`src/hdl/gwwgl_pkg.sv`:
```
// Package for the greedy word-wrap glyph layout block.
// Holds sizes, character codes, register indexes, the sequencer states and the
// structs shared by the top level and its output stage. No dependencies.
package gwwgl_pkg;

  // Sizing of the group buffers and the line counter
  localparam int WORD_MAX        = 32;
  localparam int SPACE_MAX       = 32;
  localparam int LINE_INDEX_BITS = 10;

  // Fixed field widths
  localparam int CODE_W     = 21;
  localparam int ADV_W      = 12;
  localparam int GLYPH_W    = 16;
  localparam int X_W        = 16;
  localparam int Y_W        = 24;
  localparam int HEIGHT_W   = 14;
  localparam int CFG_IDX_W  = 2;
  localparam int CFG_DATA_W = 16;
  localparam int IN_TDATA_W  = 56;
  localparam int OUT_TDATA_W = 56;

  // Derived sizes
  localparam int WCNT_W  = $clog2(WORD_MAX + 1);
  localparam int SCNT_W  = $clog2(SPACE_MAX + 1);
  localparam int IDX_W   = (WCNT_W > SCNT_W) ? WCNT_W : SCNT_W;
  localparam int WADDR_W = $clog2(WORD_MAX);
  localparam int SADDR_W = $clog2(SPACE_MAX);
  localparam int ADV_MAX = (1 << ADV_W) - 1;
  localparam int WWID_W  = $clog2(WORD_MAX * ADV_MAX + 1);
  localparam int SWID_W  = $clog2(SPACE_MAX * ADV_MAX + 1);
  localparam int OPND_W  = (WWID_W > SWID_W) ? WWID_W : SWID_W;
  localparam int SUM_W   = ((OPND_W > X_W) ? OPND_W : X_W) + 1;
  localparam int ENTRY_W = GLYPH_W + ADV_W;
  localparam int PROD_W  = LINE_INDEX_BITS + HEIGHT_W;
  localparam int YCMP_W  = (PROD_W > Y_W) ? PROD_W : Y_W;

  localparam logic [X_W-1:0]             X_MAX    = {X_W{1'b1}};
  localparam logic [Y_W-1:0]             Y_MAX    = {Y_W{1'b1}};
  localparam logic [LINE_INDEX_BITS-1:0] LIDX_MAX = {LINE_INDEX_BITS{1'b1}};

  // Character codes
  localparam logic [CODE_W-1:0] CH_NEWLINE = CODE_W'(10);
  localparam logic [CODE_W-1:0] CH_SPACE   = CODE_W'(32);

  // Configuration register indexes
  localparam logic [CFG_IDX_W-1:0] REG_WRAP_MODE   = CFG_IDX_W'(0);
  localparam logic [CFG_IDX_W-1:0] REG_LINE_LENGTH = CFG_IDX_W'(1);
  localparam logic [CFG_IDX_W-1:0] REG_LINE_HEIGHT = CFG_IDX_W'(2);

  // Reset values of the configuration registers
  localparam logic [X_W-1:0]      LINE_LENGTH_RST = X_W'(65535);
  localparam logic [HEIGHT_W-1:0] LINE_HEIGHT_RST = HEIGHT_W'(1024);

  typedef enum logic [3:0] {
    ST_IDLE,
    ST_DISP,
    ST_SINGLE,
    ST_FSTART,
    ST_WRD,
    ST_WCHK,
    ST_WNL,
    ST_WPUT,
    ST_STEST,
    ST_SRD,
    ST_SPUT,
    ST_POST,
    ST_STORE,
    ST_FIN
  } state_t;

  typedef struct packed {
    logic [GLYPH_W-1:0] glyph;
    logic [X_W-1:0]     x;
    logic [Y_W-1:0]     y;
  } place_t;

  typedef struct packed {
    logic push;
    logic fin;
  } out_ctl_t;

  typedef struct packed {
    logic push_ok;
    logic fin_ok;
  } out_sts_t;

endpackage

```
`src/hdl/greedy_word_wrap_glyph_layout.sv`:
```
// Greedy word-wrap glyph layout: top level with sequencer, group buffers and
// the shared add/compare unit. Depends on gwwgl_pkg and gwwgl_out_stage.
//
// Usage
//   Input items arrive on s_tvalid/s_tready/s_tdata/s_tlast, one character
//   each; s_tlast marks end of text, which flushes the buffered word and
//   spaces and returns the line position to the origin. Placements leave on
//   m_tvalid/m_tready/m_tdata/m_tlast; m_tlast is set on the final placement
//   that an input item causes. Registers are written via cfg_valid, cfg_ready,
//   cfg_index, cfg_data while the block is idle, a user duty it does not check.
// Timing
//   One item at a time. A group flush places the word glyphs, with an extra
//   state where one breaks the line, then the placed spaces, all through one
//   shared adder/comparator. The last placement of an item leaves the output
//   stage, marked last, once the item finishes.
// Reset and stalls
//   rst (synchronous) clears the line position, both buffers and the output
//   stage, and loads the register defaults. When the receiver holds m_tready
//   low, the sequencer waits at its next placement; nothing is dropped.
module greedy_word_wrap_glyph_layout (
  input  logic                                 clk,
  input  logic                                 rst,
  input  logic                                 s_tvalid,
  output logic                                 s_tready,
  // s_tdata: char_code [20:0], advance [32:21], glyph_handle [48:33], zero above
  input  logic [gwwgl_pkg::IN_TDATA_W-1:0]     s_tdata,
  // s_tlast: end_of_text
  input  logic                                 s_tlast,
  output logic                                 m_tvalid,
  input  logic                                 m_tready,
  // m_tdata: out_glyph [15:0], pos_x [31:16], pos_y [55:32]
  output logic [gwwgl_pkg::OUT_TDATA_W-1:0]    m_tdata,
  // m_tlast: last
  output logic                                 m_tlast,
  input  logic                                 cfg_valid,
  output logic                                 cfg_ready,
  input  logic [gwwgl_pkg::CFG_IDX_W-1:0]      cfg_index,
  input  logic [gwwgl_pkg::CFG_DATA_W-1:0]     cfg_data
);

  gwwgl_pkg::state_t state, state_next;

  // Registers
  logic                                   wrap_mode;
  logic [gwwgl_pkg::X_W-1:0]              line_length;
  logic [gwwgl_pkg::HEIGHT_W-1:0]         line_height;

  // Line state and group bookkeeping
  logic [gwwgl_pkg::X_W-1:0]              line_x;
  logic [gwwgl_pkg::LINE_INDEX_BITS-1:0]  line_index;
  logic [gwwgl_pkg::Y_W-1:0]              y_cur;
  logic [gwwgl_pkg::WCNT_W-1:0]           word_count;
  logic [gwwgl_pkg::WWID_W-1:0]           word_width;
  logic [gwwgl_pkg::SCNT_W-1:0]           space_count;
  logic [gwwgl_pkg::SWID_W-1:0]           space_width;
  logic                                   brk;
  logic [gwwgl_pkg::IDX_W-1:0]            idx;
  logic [gwwgl_pkg::IDX_W-1:0]            idx_inc;

  // Item held while it is worked on
  logic                                   eot_q;
  logic                                   nl_q;
  logic                                   sp_q;
  logic [gwwgl_pkg::ADV_W-1:0]            adv_q;
  logic [gwwgl_pkg::GLYPH_W-1:0]          handle_q;

  // Group buffers
  logic [gwwgl_pkg::ENTRY_W-1:0]          word_mem  [gwwgl_pkg::WORD_MAX];
  logic [gwwgl_pkg::ENTRY_W-1:0]          space_mem [gwwgl_pkg::SPACE_MAX];
  logic [gwwgl_pkg::ENTRY_W-1:0]          word_q;
  logic [gwwgl_pkg::ENTRY_W-1:0]          space_q;
  logic                                   word_we;
  logic                                   space_we;
  logic [gwwgl_pkg::WADDR_W-1:0]          word_waddr;
  logic [gwwgl_pkg::SADDR_W-1:0]          space_waddr;

  // Shared adder / comparator
  logic [gwwgl_pkg::OPND_W-1:0]           opnd;
  logic [gwwgl_pkg::SUM_W-1:0]            sum;
  logic                                   over;
  logic [gwwgl_pkg::X_W-1:0]              sat_x;

  // Line pitch multiplier
  logic [gwwgl_pkg::PROD_W-1:0]           prod;
  logic [gwwgl_pkg::YCMP_W-1:0]           prod_ext;

  gwwgl_pkg::out_ctl_t                    octl;
  gwwgl_pkg::out_sts_t                    osts;
  gwwgl_pkg::place_t                      place;

  logic                                   word_full;
  logic                                   space_full;
  logic                                   word_done;
  logic                                   space_done;
  logic                                   open_word;
  logic                                   open_space;

  assign cfg_ready  = !rst;
  assign idx_inc    = idx + 1'b1;
  assign word_full  = word_count >= gwwgl_pkg::WCNT_W'(gwwgl_pkg::WORD_MAX);
  assign space_full = space_count >= gwwgl_pkg::SCNT_W'(gwwgl_pkg::SPACE_MAX);
  assign word_done  = idx_inc == gwwgl_pkg::IDX_W'(word_count);
  assign space_done = idx_inc == gwwgl_pkg::IDX_W'(space_count);
  // the held character opens the next group after a flush
  assign open_word  = !eot_q && !nl_q && !sp_q;
  assign open_space = !eot_q && !nl_q && sp_q;

  // Operand select for the shared unit: group widths for the fit tests,
  // one glyph advance for break tests and x advance.
  always_comb begin
    unique case (state)
      gwwgl_pkg::ST_FSTART: opnd = gwwgl_pkg::OPND_W'(word_width);
      gwwgl_pkg::ST_STEST:  opnd = gwwgl_pkg::OPND_W'(space_width);
      gwwgl_pkg::ST_WCHK,
      gwwgl_pkg::ST_WNL,
      gwwgl_pkg::ST_WPUT:   opnd = gwwgl_pkg::OPND_W'(word_q[gwwgl_pkg::ADV_W-1:0]);
      gwwgl_pkg::ST_SPUT:   opnd = gwwgl_pkg::OPND_W'(space_q[gwwgl_pkg::ADV_W-1:0]);
      gwwgl_pkg::ST_SINGLE: opnd = gwwgl_pkg::OPND_W'(adv_q);
      default:              opnd = '0;
    endcase
  end

  assign sum   = gwwgl_pkg::SUM_W'(line_x) + gwwgl_pkg::SUM_W'(opnd);
  assign over  = sum > gwwgl_pkg::SUM_W'(line_length);
  assign sat_x = (sum > gwwgl_pkg::SUM_W'(gwwgl_pkg::X_MAX)) ? gwwgl_pkg::X_MAX
                                                            : sum[gwwgl_pkg::X_W-1:0];

  // y follows line index in the cycle after; the sequencer leaves a gap state
  // after every line break before the next placement.
  assign prod     = gwwgl_pkg::PROD_W'(line_index) * gwwgl_pkg::PROD_W'(line_height);
  assign prod_ext = gwwgl_pkg::YCMP_W'(prod);

  always_ff @(posedge clk) begin
    if (prod_ext > gwwgl_pkg::YCMP_W'(gwwgl_pkg::Y_MAX)) begin
      y_cur <= gwwgl_pkg::Y_MAX;
    end else begin
      y_cur <= prod_ext[gwwgl_pkg::Y_W-1:0];
    end
  end

  // Next state
  always_comb begin
    state_next = state;
    unique case (state)
      gwwgl_pkg::ST_IDLE: begin
        if (s_tvalid) state_next = gwwgl_pkg::ST_DISP;
      end
      gwwgl_pkg::ST_DISP: begin
        if (eot_q) begin
          state_next = gwwgl_pkg::ST_FSTART;
        end else if (!wrap_mode) begin
          state_next = gwwgl_pkg::ST_SINGLE;
        end else if (nl_q) begin
          state_next = gwwgl_pkg::ST_FSTART;
        end else if (sp_q) begin
          state_next = space_full ? gwwgl_pkg::ST_FSTART : gwwgl_pkg::ST_STORE;
        end else if (space_count != '0 || word_full) begin
          state_next = gwwgl_pkg::ST_FSTART;
        end else begin
          state_next = gwwgl_pkg::ST_STORE;
        end
      end
      gwwgl_pkg::ST_SINGLE: begin
        if (osts.push_ok) state_next = gwwgl_pkg::ST_FIN;
      end
      gwwgl_pkg::ST_FSTART: begin
        state_next = (word_count != '0) ? gwwgl_pkg::ST_WRD : gwwgl_pkg::ST_STEST;
      end
      gwwgl_pkg::ST_WRD:  state_next = gwwgl_pkg::ST_WCHK;
      gwwgl_pkg::ST_WCHK: begin
        state_next = (brk && over) ? gwwgl_pkg::ST_WNL : gwwgl_pkg::ST_WPUT;
      end
      gwwgl_pkg::ST_WNL:  state_next = gwwgl_pkg::ST_WPUT;
      gwwgl_pkg::ST_WPUT: begin
        if (osts.push_ok) begin
          state_next = word_done ? gwwgl_pkg::ST_STEST : gwwgl_pkg::ST_WRD;
        end
      end
      gwwgl_pkg::ST_STEST: begin
        state_next = (!over && space_count != '0) ? gwwgl_pkg::ST_SRD
                                                  : gwwgl_pkg::ST_POST;
      end
      gwwgl_pkg::ST_SRD:  state_next = gwwgl_pkg::ST_SPUT;
      gwwgl_pkg::ST_SPUT: begin
        if (osts.push_ok) begin
          state_next = space_done ? gwwgl_pkg::ST_POST : gwwgl_pkg::ST_SRD;
        end
      end
      gwwgl_pkg::ST_POST:  state_next = gwwgl_pkg::ST_FIN;
      gwwgl_pkg::ST_STORE: state_next = gwwgl_pkg::ST_FIN;
      gwwgl_pkg::ST_FIN: begin
        if (osts.fin_ok) state_next = gwwgl_pkg::ST_IDLE;
      end
      default: state_next = gwwgl_pkg::ST_IDLE;
    endcase
  end

  // Outputs of the sequencer
  always_comb begin
    s_tready    = 1'b0;
    octl        = '0;
    place.glyph = word_q[gwwgl_pkg::ENTRY_W-1:gwwgl_pkg::ADV_W];
    place.x     = line_x;
    place.y     = y_cur;
    word_we     = 1'b0;
    space_we    = 1'b0;
    word_waddr  = word_count[gwwgl_pkg::WADDR_W-1:0];
    space_waddr = space_count[gwwgl_pkg::SADDR_W-1:0];
    unique case (state)
      gwwgl_pkg::ST_IDLE: s_tready = !rst;
      gwwgl_pkg::ST_SINGLE: begin
        octl.push   = 1'b1;
        place.glyph = handle_q;
        place.y     = '0;
      end
      gwwgl_pkg::ST_WPUT: octl.push = 1'b1;
      gwwgl_pkg::ST_SPUT: begin
        octl.push   = 1'b1;
        place.glyph = space_q[gwwgl_pkg::ENTRY_W-1:gwwgl_pkg::ADV_W];
      end
      gwwgl_pkg::ST_POST: begin
        // group was just emptied: the new character opens the next group
        word_waddr  = '0;
        space_waddr = '0;
        word_we     = open_word;
        space_we    = open_space;
      end
      gwwgl_pkg::ST_STORE: begin
        word_we  = !sp_q;
        space_we = sp_q;
      end
      gwwgl_pkg::ST_FIN: octl.fin = 1'b1;
      default: ;
    endcase
  end

  // Control and line state
  always_ff @(posedge clk) begin
    if (rst) begin
      state       <= gwwgl_pkg::ST_IDLE;
      wrap_mode   <= 1'b0;
      line_length <= gwwgl_pkg::LINE_LENGTH_RST;
      line_height <= gwwgl_pkg::LINE_HEIGHT_RST;
      line_x      <= '0;
      line_index  <= '0;
      word_count  <= '0;
      word_width  <= '0;
      space_count <= '0;
      space_width <= '0;
      brk         <= 1'b0;
      idx         <= '0;
    end else begin
      state <= state_next;
      if (cfg_valid) begin
        unique case (cfg_index)
          gwwgl_pkg::REG_WRAP_MODE:   wrap_mode   <= cfg_data[0];
          gwwgl_pkg::REG_LINE_LENGTH: line_length <= cfg_data;
          gwwgl_pkg::REG_LINE_HEIGHT: line_height <= cfg_data[gwwgl_pkg::HEIGHT_W-1:0];
          default: ;
        endcase
      end
      unique case (state)
        gwwgl_pkg::ST_SINGLE: begin
          if (osts.push_ok) line_x <= sat_x;
        end
        gwwgl_pkg::ST_FSTART: begin
          idx <= '0;
          // per-glyph breaking only for a word longer than a whole line
          brk <= over && (gwwgl_pkg::OPND_W'(word_width) > gwwgl_pkg::OPND_W'(line_length));
          if (over && line_x != '0) begin
            line_x <= '0;
            if (line_index != gwwgl_pkg::LIDX_MAX) line_index <= line_index + 1'b1;
          end
        end
        gwwgl_pkg::ST_WCHK: begin
          if (brk && over) begin
            line_x <= '0;
            if (line_index != gwwgl_pkg::LIDX_MAX) line_index <= line_index + 1'b1;
          end
        end
        gwwgl_pkg::ST_WPUT,
        gwwgl_pkg::ST_SPUT: begin
          if (osts.push_ok) begin
            line_x <= sat_x;
            idx    <= idx_inc;
          end
        end
        gwwgl_pkg::ST_STEST: begin
          idx <= '0;
          // spaces that overflow are dropped and the line breaks instead
          if (over) begin
            line_x <= '0;
            if (line_index != gwwgl_pkg::LIDX_MAX) line_index <= line_index + 1'b1;
          end
        end
        gwwgl_pkg::ST_POST: begin
          if (eot_q) begin
            line_x     <= '0;
            line_index <= '0;
          end else if (nl_q) begin
            line_x <= '0;
            if (line_index != gwwgl_pkg::LIDX_MAX) line_index <= line_index + 1'b1;
          end
          if (open_space) begin
            space_count <= gwwgl_pkg::SCNT_W'(1);
            space_width <= gwwgl_pkg::SWID_W'(adv_q);
          end else begin
            space_count <= '0;
            space_width <= '0;
          end
          if (open_word) begin
            word_count <= gwwgl_pkg::WCNT_W'(1);
            word_width <= gwwgl_pkg::WWID_W'(adv_q);
          end else begin
            word_count <= '0;
            word_width <= '0;
          end
        end
        gwwgl_pkg::ST_STORE: begin
          if (sp_q) begin
            space_count <= space_count + 1'b1;
            space_width <= space_width + gwwgl_pkg::SWID_W'(adv_q);
          end else begin
            word_count <= word_count + 1'b1;
            word_width <= word_width + gwwgl_pkg::WWID_W'(adv_q);
          end
        end
        default: ;
      endcase
    end
  end

  // Hold the accepted item
  always_ff @(posedge clk) begin
    if (s_tvalid && s_tready) begin
      eot_q    <= s_tlast;
      nl_q     <= s_tdata[gwwgl_pkg::CODE_W-1:0] == gwwgl_pkg::CH_NEWLINE;
      sp_q     <= s_tdata[gwwgl_pkg::CODE_W-1:0] == gwwgl_pkg::CH_SPACE;
      adv_q    <= s_tdata[gwwgl_pkg::CODE_W +: gwwgl_pkg::ADV_W];
      handle_q <= s_tdata[gwwgl_pkg::CODE_W + gwwgl_pkg::ADV_W +: gwwgl_pkg::GLYPH_W];
    end
  end

  // Group buffers: one write and one registered read each
  always_ff @(posedge clk) begin
    if (word_we) word_mem[word_waddr] <= {handle_q, adv_q};
    word_q <= word_mem[idx[gwwgl_pkg::WADDR_W-1:0]];
  end

  always_ff @(posedge clk) begin
    if (space_we) space_mem[space_waddr] <= {handle_q, adv_q};
    space_q <= space_mem[idx[gwwgl_pkg::SADDR_W-1:0]];
  end

  gwwgl_out_stage u_out (
    .clk      (clk),
    .rst      (rst),
    .ctl      (octl),
    .place    (place),
    .sts      (osts),
    .m_tvalid (m_tvalid),
    .m_tready (m_tready),
    .m_tdata  (m_tdata),
    .m_tlast  (m_tlast)
  );

  // Buffers never grow past their depth
  a_word_count: assert property (@(posedge clk) disable iff (rst)
    word_count <= gwwgl_pkg::WCNT_W'(gwwgl_pkg::WORD_MAX))
    else $error("word buffer count beyond depth");

  a_space_count: assert property (@(posedge clk) disable iff (rst)
    space_count <= gwwgl_pkg::SCNT_W'(gwwgl_pkg::SPACE_MAX))
    else $error("space buffer count beyond depth");

  // One item at a time: no new item right after acceptance
  a_one_item: assert property (@(posedge clk) disable iff (rst)
    s_tvalid && s_tready |=> !s_tready)
    else $error("input accepted while an item is in work");

  // End of text returns the line position to the origin
  a_eot_home: assert property (@(posedge clk) disable iff (rst)
    state == gwwgl_pkg::ST_POST && eot_q |=> line_x == '0 && line_index == '0)
    else $error("line state not cleared at end of text");

endmodule

```
`src/hdl/gwwgl_out_stage.sv`:
```
// Output stage of the glyph layout block: one pending placement and one
// output register, so the final placement of an item can be marked last.
// Depends on gwwgl_pkg.
module gwwgl_out_stage (
  input  logic                                clk,
  input  logic                                rst,
  input  gwwgl_pkg::out_ctl_t                 ctl,
  input  gwwgl_pkg::place_t                   place,
  output gwwgl_pkg::out_sts_t                 sts,
  output logic                                m_tvalid,
  input  logic                                m_tready,
  // m_tdata: out_glyph [15:0], pos_x [31:16], pos_y [55:32]
  output logic [gwwgl_pkg::OUT_TDATA_W-1:0]   m_tdata,
  output logic                                m_tlast
);

  logic               pend_valid;
  gwwgl_pkg::place_t  pend;
  logic               out_valid;
  gwwgl_pkg::place_t  out_q;
  logic               out_last;
  logic               out_free;
  logic               do_push;
  logic               do_fin;

  assign out_free    = !out_valid || m_tready;
  assign sts.push_ok = !pend_valid || out_free;
  assign sts.fin_ok  = !pend_valid || out_free;
  assign do_push     = ctl.push && sts.push_ok;
  assign do_fin      = ctl.fin && sts.fin_ok && pend_valid;

  always_ff @(posedge clk) begin
    if (rst) begin
      pend_valid <= 1'b0;
      out_valid  <= 1'b0;
    end else begin
      out_valid <= (out_valid && !m_tready) || (do_push && pend_valid) || do_fin;
      if (do_push) begin
        pend_valid <= 1'b1;
      end
      if (do_fin) begin
        pend_valid <= 1'b0;
      end
    end
  end

  // Older placement moves out when a newer one arrives; the held one goes
  // out marked last when the item finishes.
  always_ff @(posedge clk) begin
    if (do_push) begin
      pend <= place;
      if (pend_valid) begin
        out_q    <= pend;
        out_last <= 1'b0;
      end
    end
    if (do_fin) begin
      out_q    <= pend;
      out_last <= 1'b1;
    end
  end

  assign m_tvalid = out_valid;
  assign m_tdata  = {out_q.y, out_q.x, out_q.glyph};
  assign m_tlast  = out_last;

endmodule

```
`config.mk`:
```
export PLATFORM = sky130hd
export DESIGN_NAME = greedy_word_wrap_glyph_layout
export DESIGN_NICKNAME = d
export VERILOG_FILES = /design/src/hdl/gwwgl_pkg.sv /design/src/hdl/greedy_word_wrap_glyph_layout.sv /design/src/hdl/gwwgl_out_stage.sv
export SDC_FILE = /design/constraint.sdc
export NUM_CORES = 2
export LEC_CHECK = 0
export BUFFER_PORTS_ARGS = -buffer_cell sky130_fd_sc_hd__buf_2
export CORE_UTILIZATION = 50
export CTS_CLUSTER_DIAMETER = 30
export DETAILED_ROUTE_END_ITERATION = 10
export GPL_TIMING_DRIVEN = 1
export PLACE_DENSITY = 0.68
export SLEW_MARGIN = 25
export SYNTH_ARGS = -nofsm -noshare
export SYNTH_HDL_FRONTEND = slang
export SYNTH_HIERARCHICAL = 1
export SYNTH_SLANG_ARGS = --single-unit
```
`constraint.sdc`:
```
create_clock -name clk -period 4.94 [get_ports clk]
set_input_delay 0.247 -clock clk [delete_from_list [all_inputs] [get_ports clk]]
set_output_delay 0.247 -clock clk [all_outputs]
set_load 0.01 [all_outputs]
```
==> run_results.csv <==
group,metric,value,unit
run_status,status,"finished, violations left",
run_status,violations,"setup timing",
clocking,clk-insertion-delay-late,950,ps
final_layout,final_cell_mix,"edfxtp_1, mux4_2, clkbuf_16, nand2_1, buf_4",
final_layout,final_nets,5536,
power_and_ir_drop,p_comb_frac,0.074,
grt,overflow,0,
clocking,cts_root_buf,"clkbuf_16",
power_and_ir_drop,switchingPower,11.7,mW
clocking,clkTransAtPathRegs,50,ps
final_layout,final_cell_area,107000,um^2
power_and_ir_drop,internal_power,39.2,mW
worst_setup_path,cp.arrival,5810,ps
power_and_ir_drop,power_density,474,nW/um^2
clocking,h-tree-depth,5,
worst_setup_path,ff2ff_setup_slack,-120,ps
drt,viasPerCell,5.96,
sta,rsz0062_at_grt,"yes",
grt,grt_pass1_wl,322000,um
floorplanning,initial_core_util,0.504,
synthesis,synth_cell_type_count,87,
worst_setup_path,cp_cell_sequence,"buf_6 > buf_4 > buf_6 > mux2i_1 > o21ai_0 > a221o_1 > ha_1 > and3_1 > nand2_1 > a211oi_2 > o21a_1 > o21a_1 > o21a_1 > nor2_1 > ha_1 > nand4_1 > nor2_2 > a221o_1 > a221oi_4 > buf_12 > a211oi_4 > buf_4 > a21oi_2 > a41o_1",
clocking,cts_tree,"yes",
sta,max_freq,0.198,GHz
drt,wl,220000,um
min_path,hp-start,"s_tdata[40]",
sta,hold_viol,0,
grt,antenna_found_initial,3,
power_and_ir_drop,sequentialPowerShare,0.405,
final_layout,final_common_cell,"edfxtp_1",
final_layout,antenna_cells,0,
grt,grt_max_degree,74,
min_path,hold_depth,2,
drt,drt_iter0_markers,4753,
clocking,cts_buffer_depth,4,
sta,finalClockSkew,87.6,ps
placed_design,gp_congestion,0.905,
worst_setup_path,r2r_cells,24,
drt,wl_per_cell,28.0,um
sta,worst_pin_slew,1050,ps
sta,tns,-1160,ps
final_layout,fillers,12000,
synthesis,ys.flop_type,"edfxtp_1",
sta,setup_viol,25,
worst_setup_path,cp.required,5700,ps
sta,fin_crit_sh,1.02,
sta,maxSlewViolCount,0,
worst_setup_path,slowest_stage,"a211oi_4",
worst_setup_path,path_class,"register to register",
floorplanning,die_y,420,um
floorplanning,ioPinCount,140,
synthesis,synth-seq-cells,2132,
grt,grt.total_usage,0.253,
final_layout,fin_util,0.618,
min_path,hold_path.class,"input port to register",
synthesis,ys_warn_count,6,
worst_setup_path,r2r-start,"state[3]",
worst_setup_path,crit_path_frequent_cell,"o21a_1",
worst_setup_path,path_max_fanout,17,
drt,postRouteAntennaNets,0,
worst_setup_path,end_kind,"register",
final_layout,drive_gt1_frac,0.331,
sta,min_period,5060,ps
synthesis,mappedNetlistArea,87500,um^2
floorplanning,coreArea,174000,um^2
final_layout,syn_to_final_growth,22.7,%
final_layout,multi_input_area,24700,um^2
placed_design,placed_area,93100,um^2
sta,holdWs,46.7,ps
floorplanning,dieArea,177000,um^2
drt,dr_total_vias,46900,
placed_design,dpl.hpwl,125000,um
clocking,cts.sinks,2132,
power_and_ir_drop,p_sw_frac,0.230,
sta,worst_slack,-116,ps
drt,firstDrtPassIters,5,
synthesis,synth.avg_cell_area,19.1,um^2
placed_design,portBuffers,132,
synthesis,synth-seq-area-share,0.709,
power_and_ir_drop,max-vdd-ir-drop,304,uV
sta,slew_headroom,0.296,
run,cap_violations,0,
grt,grt_pass1_vias,48500,
floorplanning,die_width,420,um
worst_setup_path,r2r_end,"line_index[1]",
synthesis,synth.net_count,4893,
clocking,cts-buffers-inserted,392,
synthesis,synthCells,4579,
min_path,min_to,"handle_q[7]",
worst_setup_path,cp-start-kind,"register",
synthesis,synth_edf_count,1935,
final_layout,seq_area,62100,um^2
power_and_ir_drop,pwr-share-clk,0.520,
drt,drc,0,
synthesis,ys_async_sr_fraction,0,
power_and_ir_drop,power_leakage,36.3,nW
floorplanning,row_count,153,
worst_setup_path,slowest_delay,430,ps
-- routing by layer --
layer	share of wire	GRT usage	wire, um
met1	0.39	0.335	86500
met2	0.49	0.411	109000
met4	0.037	0.103	8230
met5	0.000059	0	13
met3	0.076	0.0502	16700
-- how the worst max path moves through the flow --
stage / start / to / cells past startpoint
3_3_place_gp: state[3] / line_index[0] / 21
5_1_grt: state[3] / line_index[1] / 24
3_5_place_dp: state[2] / line_index[0] / 22
6_report: state[3] / line_index[1] / 24
4_1_cts: state[3] / line_index[4] / 23
2_1_floorplan: adv_q[0] / line_index[1] / 20
-- registers in the layout (all words and copies together) (netlist names), 10 cells and up --
name           cells
word_width        17
space_width       17
adv_q             12
space_q           28
line_x            16
line_length       16
u_out/m_tdata     56
line_height       14
line_index        10
u_out/pend        56
handle_q          16
y_cur             24
word_q            28
space_mem        896
word_mem         896
-- power groups by stage --
stage / Clock, mW / Sequential, mW / Combinational [mW]
5_1_grt: 27.6 / 20.6 / 4.04
6_report: 26.5 / 20.6 / 3.77
4_1_cts: 26.8 / 20.6 / 3.75
3_3_place_gp: 0 / 21.0 / 3.53
3_5_place_dp: 0 / 21.0 / 3.60
2_1_floorplan: 0 / 21.1 / 1.99
-- Yosys cell counts (10+ instances only) --
| cell | count | area share |
|---|---|---|
| edfxtp_1 | 1935 | 0.66 |
| mux4_2 | 560 | 0.14 |
| nand2_1 | 240 | 0.010 |
| dfxtp_1 | 197 | 0.045 |
| nor2_1 | 179 | 0.0077 |
| clkbuf_1 | 172 | 0.0074 |
| inv_1 | 155 | 0.0066 |
| ha_1 | 137 | 0.020 |
| fa_1 | 97 | 0.022 |
| a21oi_1 | 89 | 0.0051 |
| o21ai_0 | 78 | 0.0045 |
| and2_1 | 62 | 0.0044 |
| mux2_2 | 57 | 0.0073 |
| nand3_1 | 46 | 0.0026 |
| nor2b_1 | 45 | 0.0032 |
| xnor2_1 | 45 | 0.0045 |
| nor3_1 | 40 | 0.0023 |
| mux2i_1 | 31 | 0.0035 |
| xor2_1 | 31 | 0.0031 |
| buf_1 | 28 | 0.0012 |
| buf_2 | 28 | 0.0016 |
| a21o_1 | 23 | 0.0020 |
| o211ai_1 | 23 | 0.0020 |
| a221oi_1 | 21 | 0.0021 |
| a211oi_1 | 19 | 0.0016 |
| nand4_1 | 19 | 0.0014 |
| nor4_1 | 19 | 0.0014 |
| o21a_1 | 16 | 0.0014 |
| a221o_1 | 14 | 0.0016 |
| and3_1 | 14 | 0.0010 |
| nand2b_1 | 14 | 0.0010 |
| or3_1 | 14 | 0.0010 |
| a21bo_1 | 10 | 0.0011 |
| a31oi_1 | 10 | 0.00071 |
-- layout make-up --
class                   count  share of cell area
repair buffers            481              0.0362
well taps                2325              0.0271
clock inverters           268              0.0276
flip-flops and latches   2132               0.578
inverters                 155             0.00542
clock buffers             444              0.0957
multi-input cells        2060               0.230
-- metrics by stage --
stage	power, mW	std cells	setup WS (ps)
floorplan	23.1	4579	-111
finish	50.9	7865	-116
CTS	51.1	7856	-58.0
global placement	24.5	7058	-156
detailed placement	24.6	7064	-254
global route	52.3	7865	-348
-- worst max-delay path: cells and delay by family, from the launching register on --
| family | cells | cell delay, ps |
|---|---|---|
| DFF | 1 | 360 |
| AOI/OAI and AO/OA | 11 | 2280 |
| buffers and inverters | 5 | 820 |
| and+or+nand+nor | 5 | 530 |
| adders and majority gates | 2 | 630 |
| muxes | 1 | 240 |
-- cell families after synthesis --
logic type,count (synthesis),synth area share
flip-flops,2132,0.709
AND/OR/NAND/NOR,725,0.0396
multiplexers,648,0.155
buffers and inverters,388,0.0174
AO/OA/AOI/OAI,376,0.0299
adder cells (fa/ha/maj),234,0.0418
XOR/XNOR,76,0.00760
-- repair_timing --
| item | 4_1_cts | 5_1_grt |
|---|---|---|
| resized for setup | 19 | 41 |
| setup endpoints to repair | 33 | 37 |
| hold buffers | 76 | 0 |
| buffers inserted | 3 | 9 |
| pin swaps | 7 | 18 |
| endpoints found under the hold margin | 67 | 0 |
| cloned | 1 | 0 |
(Power assumes the default switching activity.)
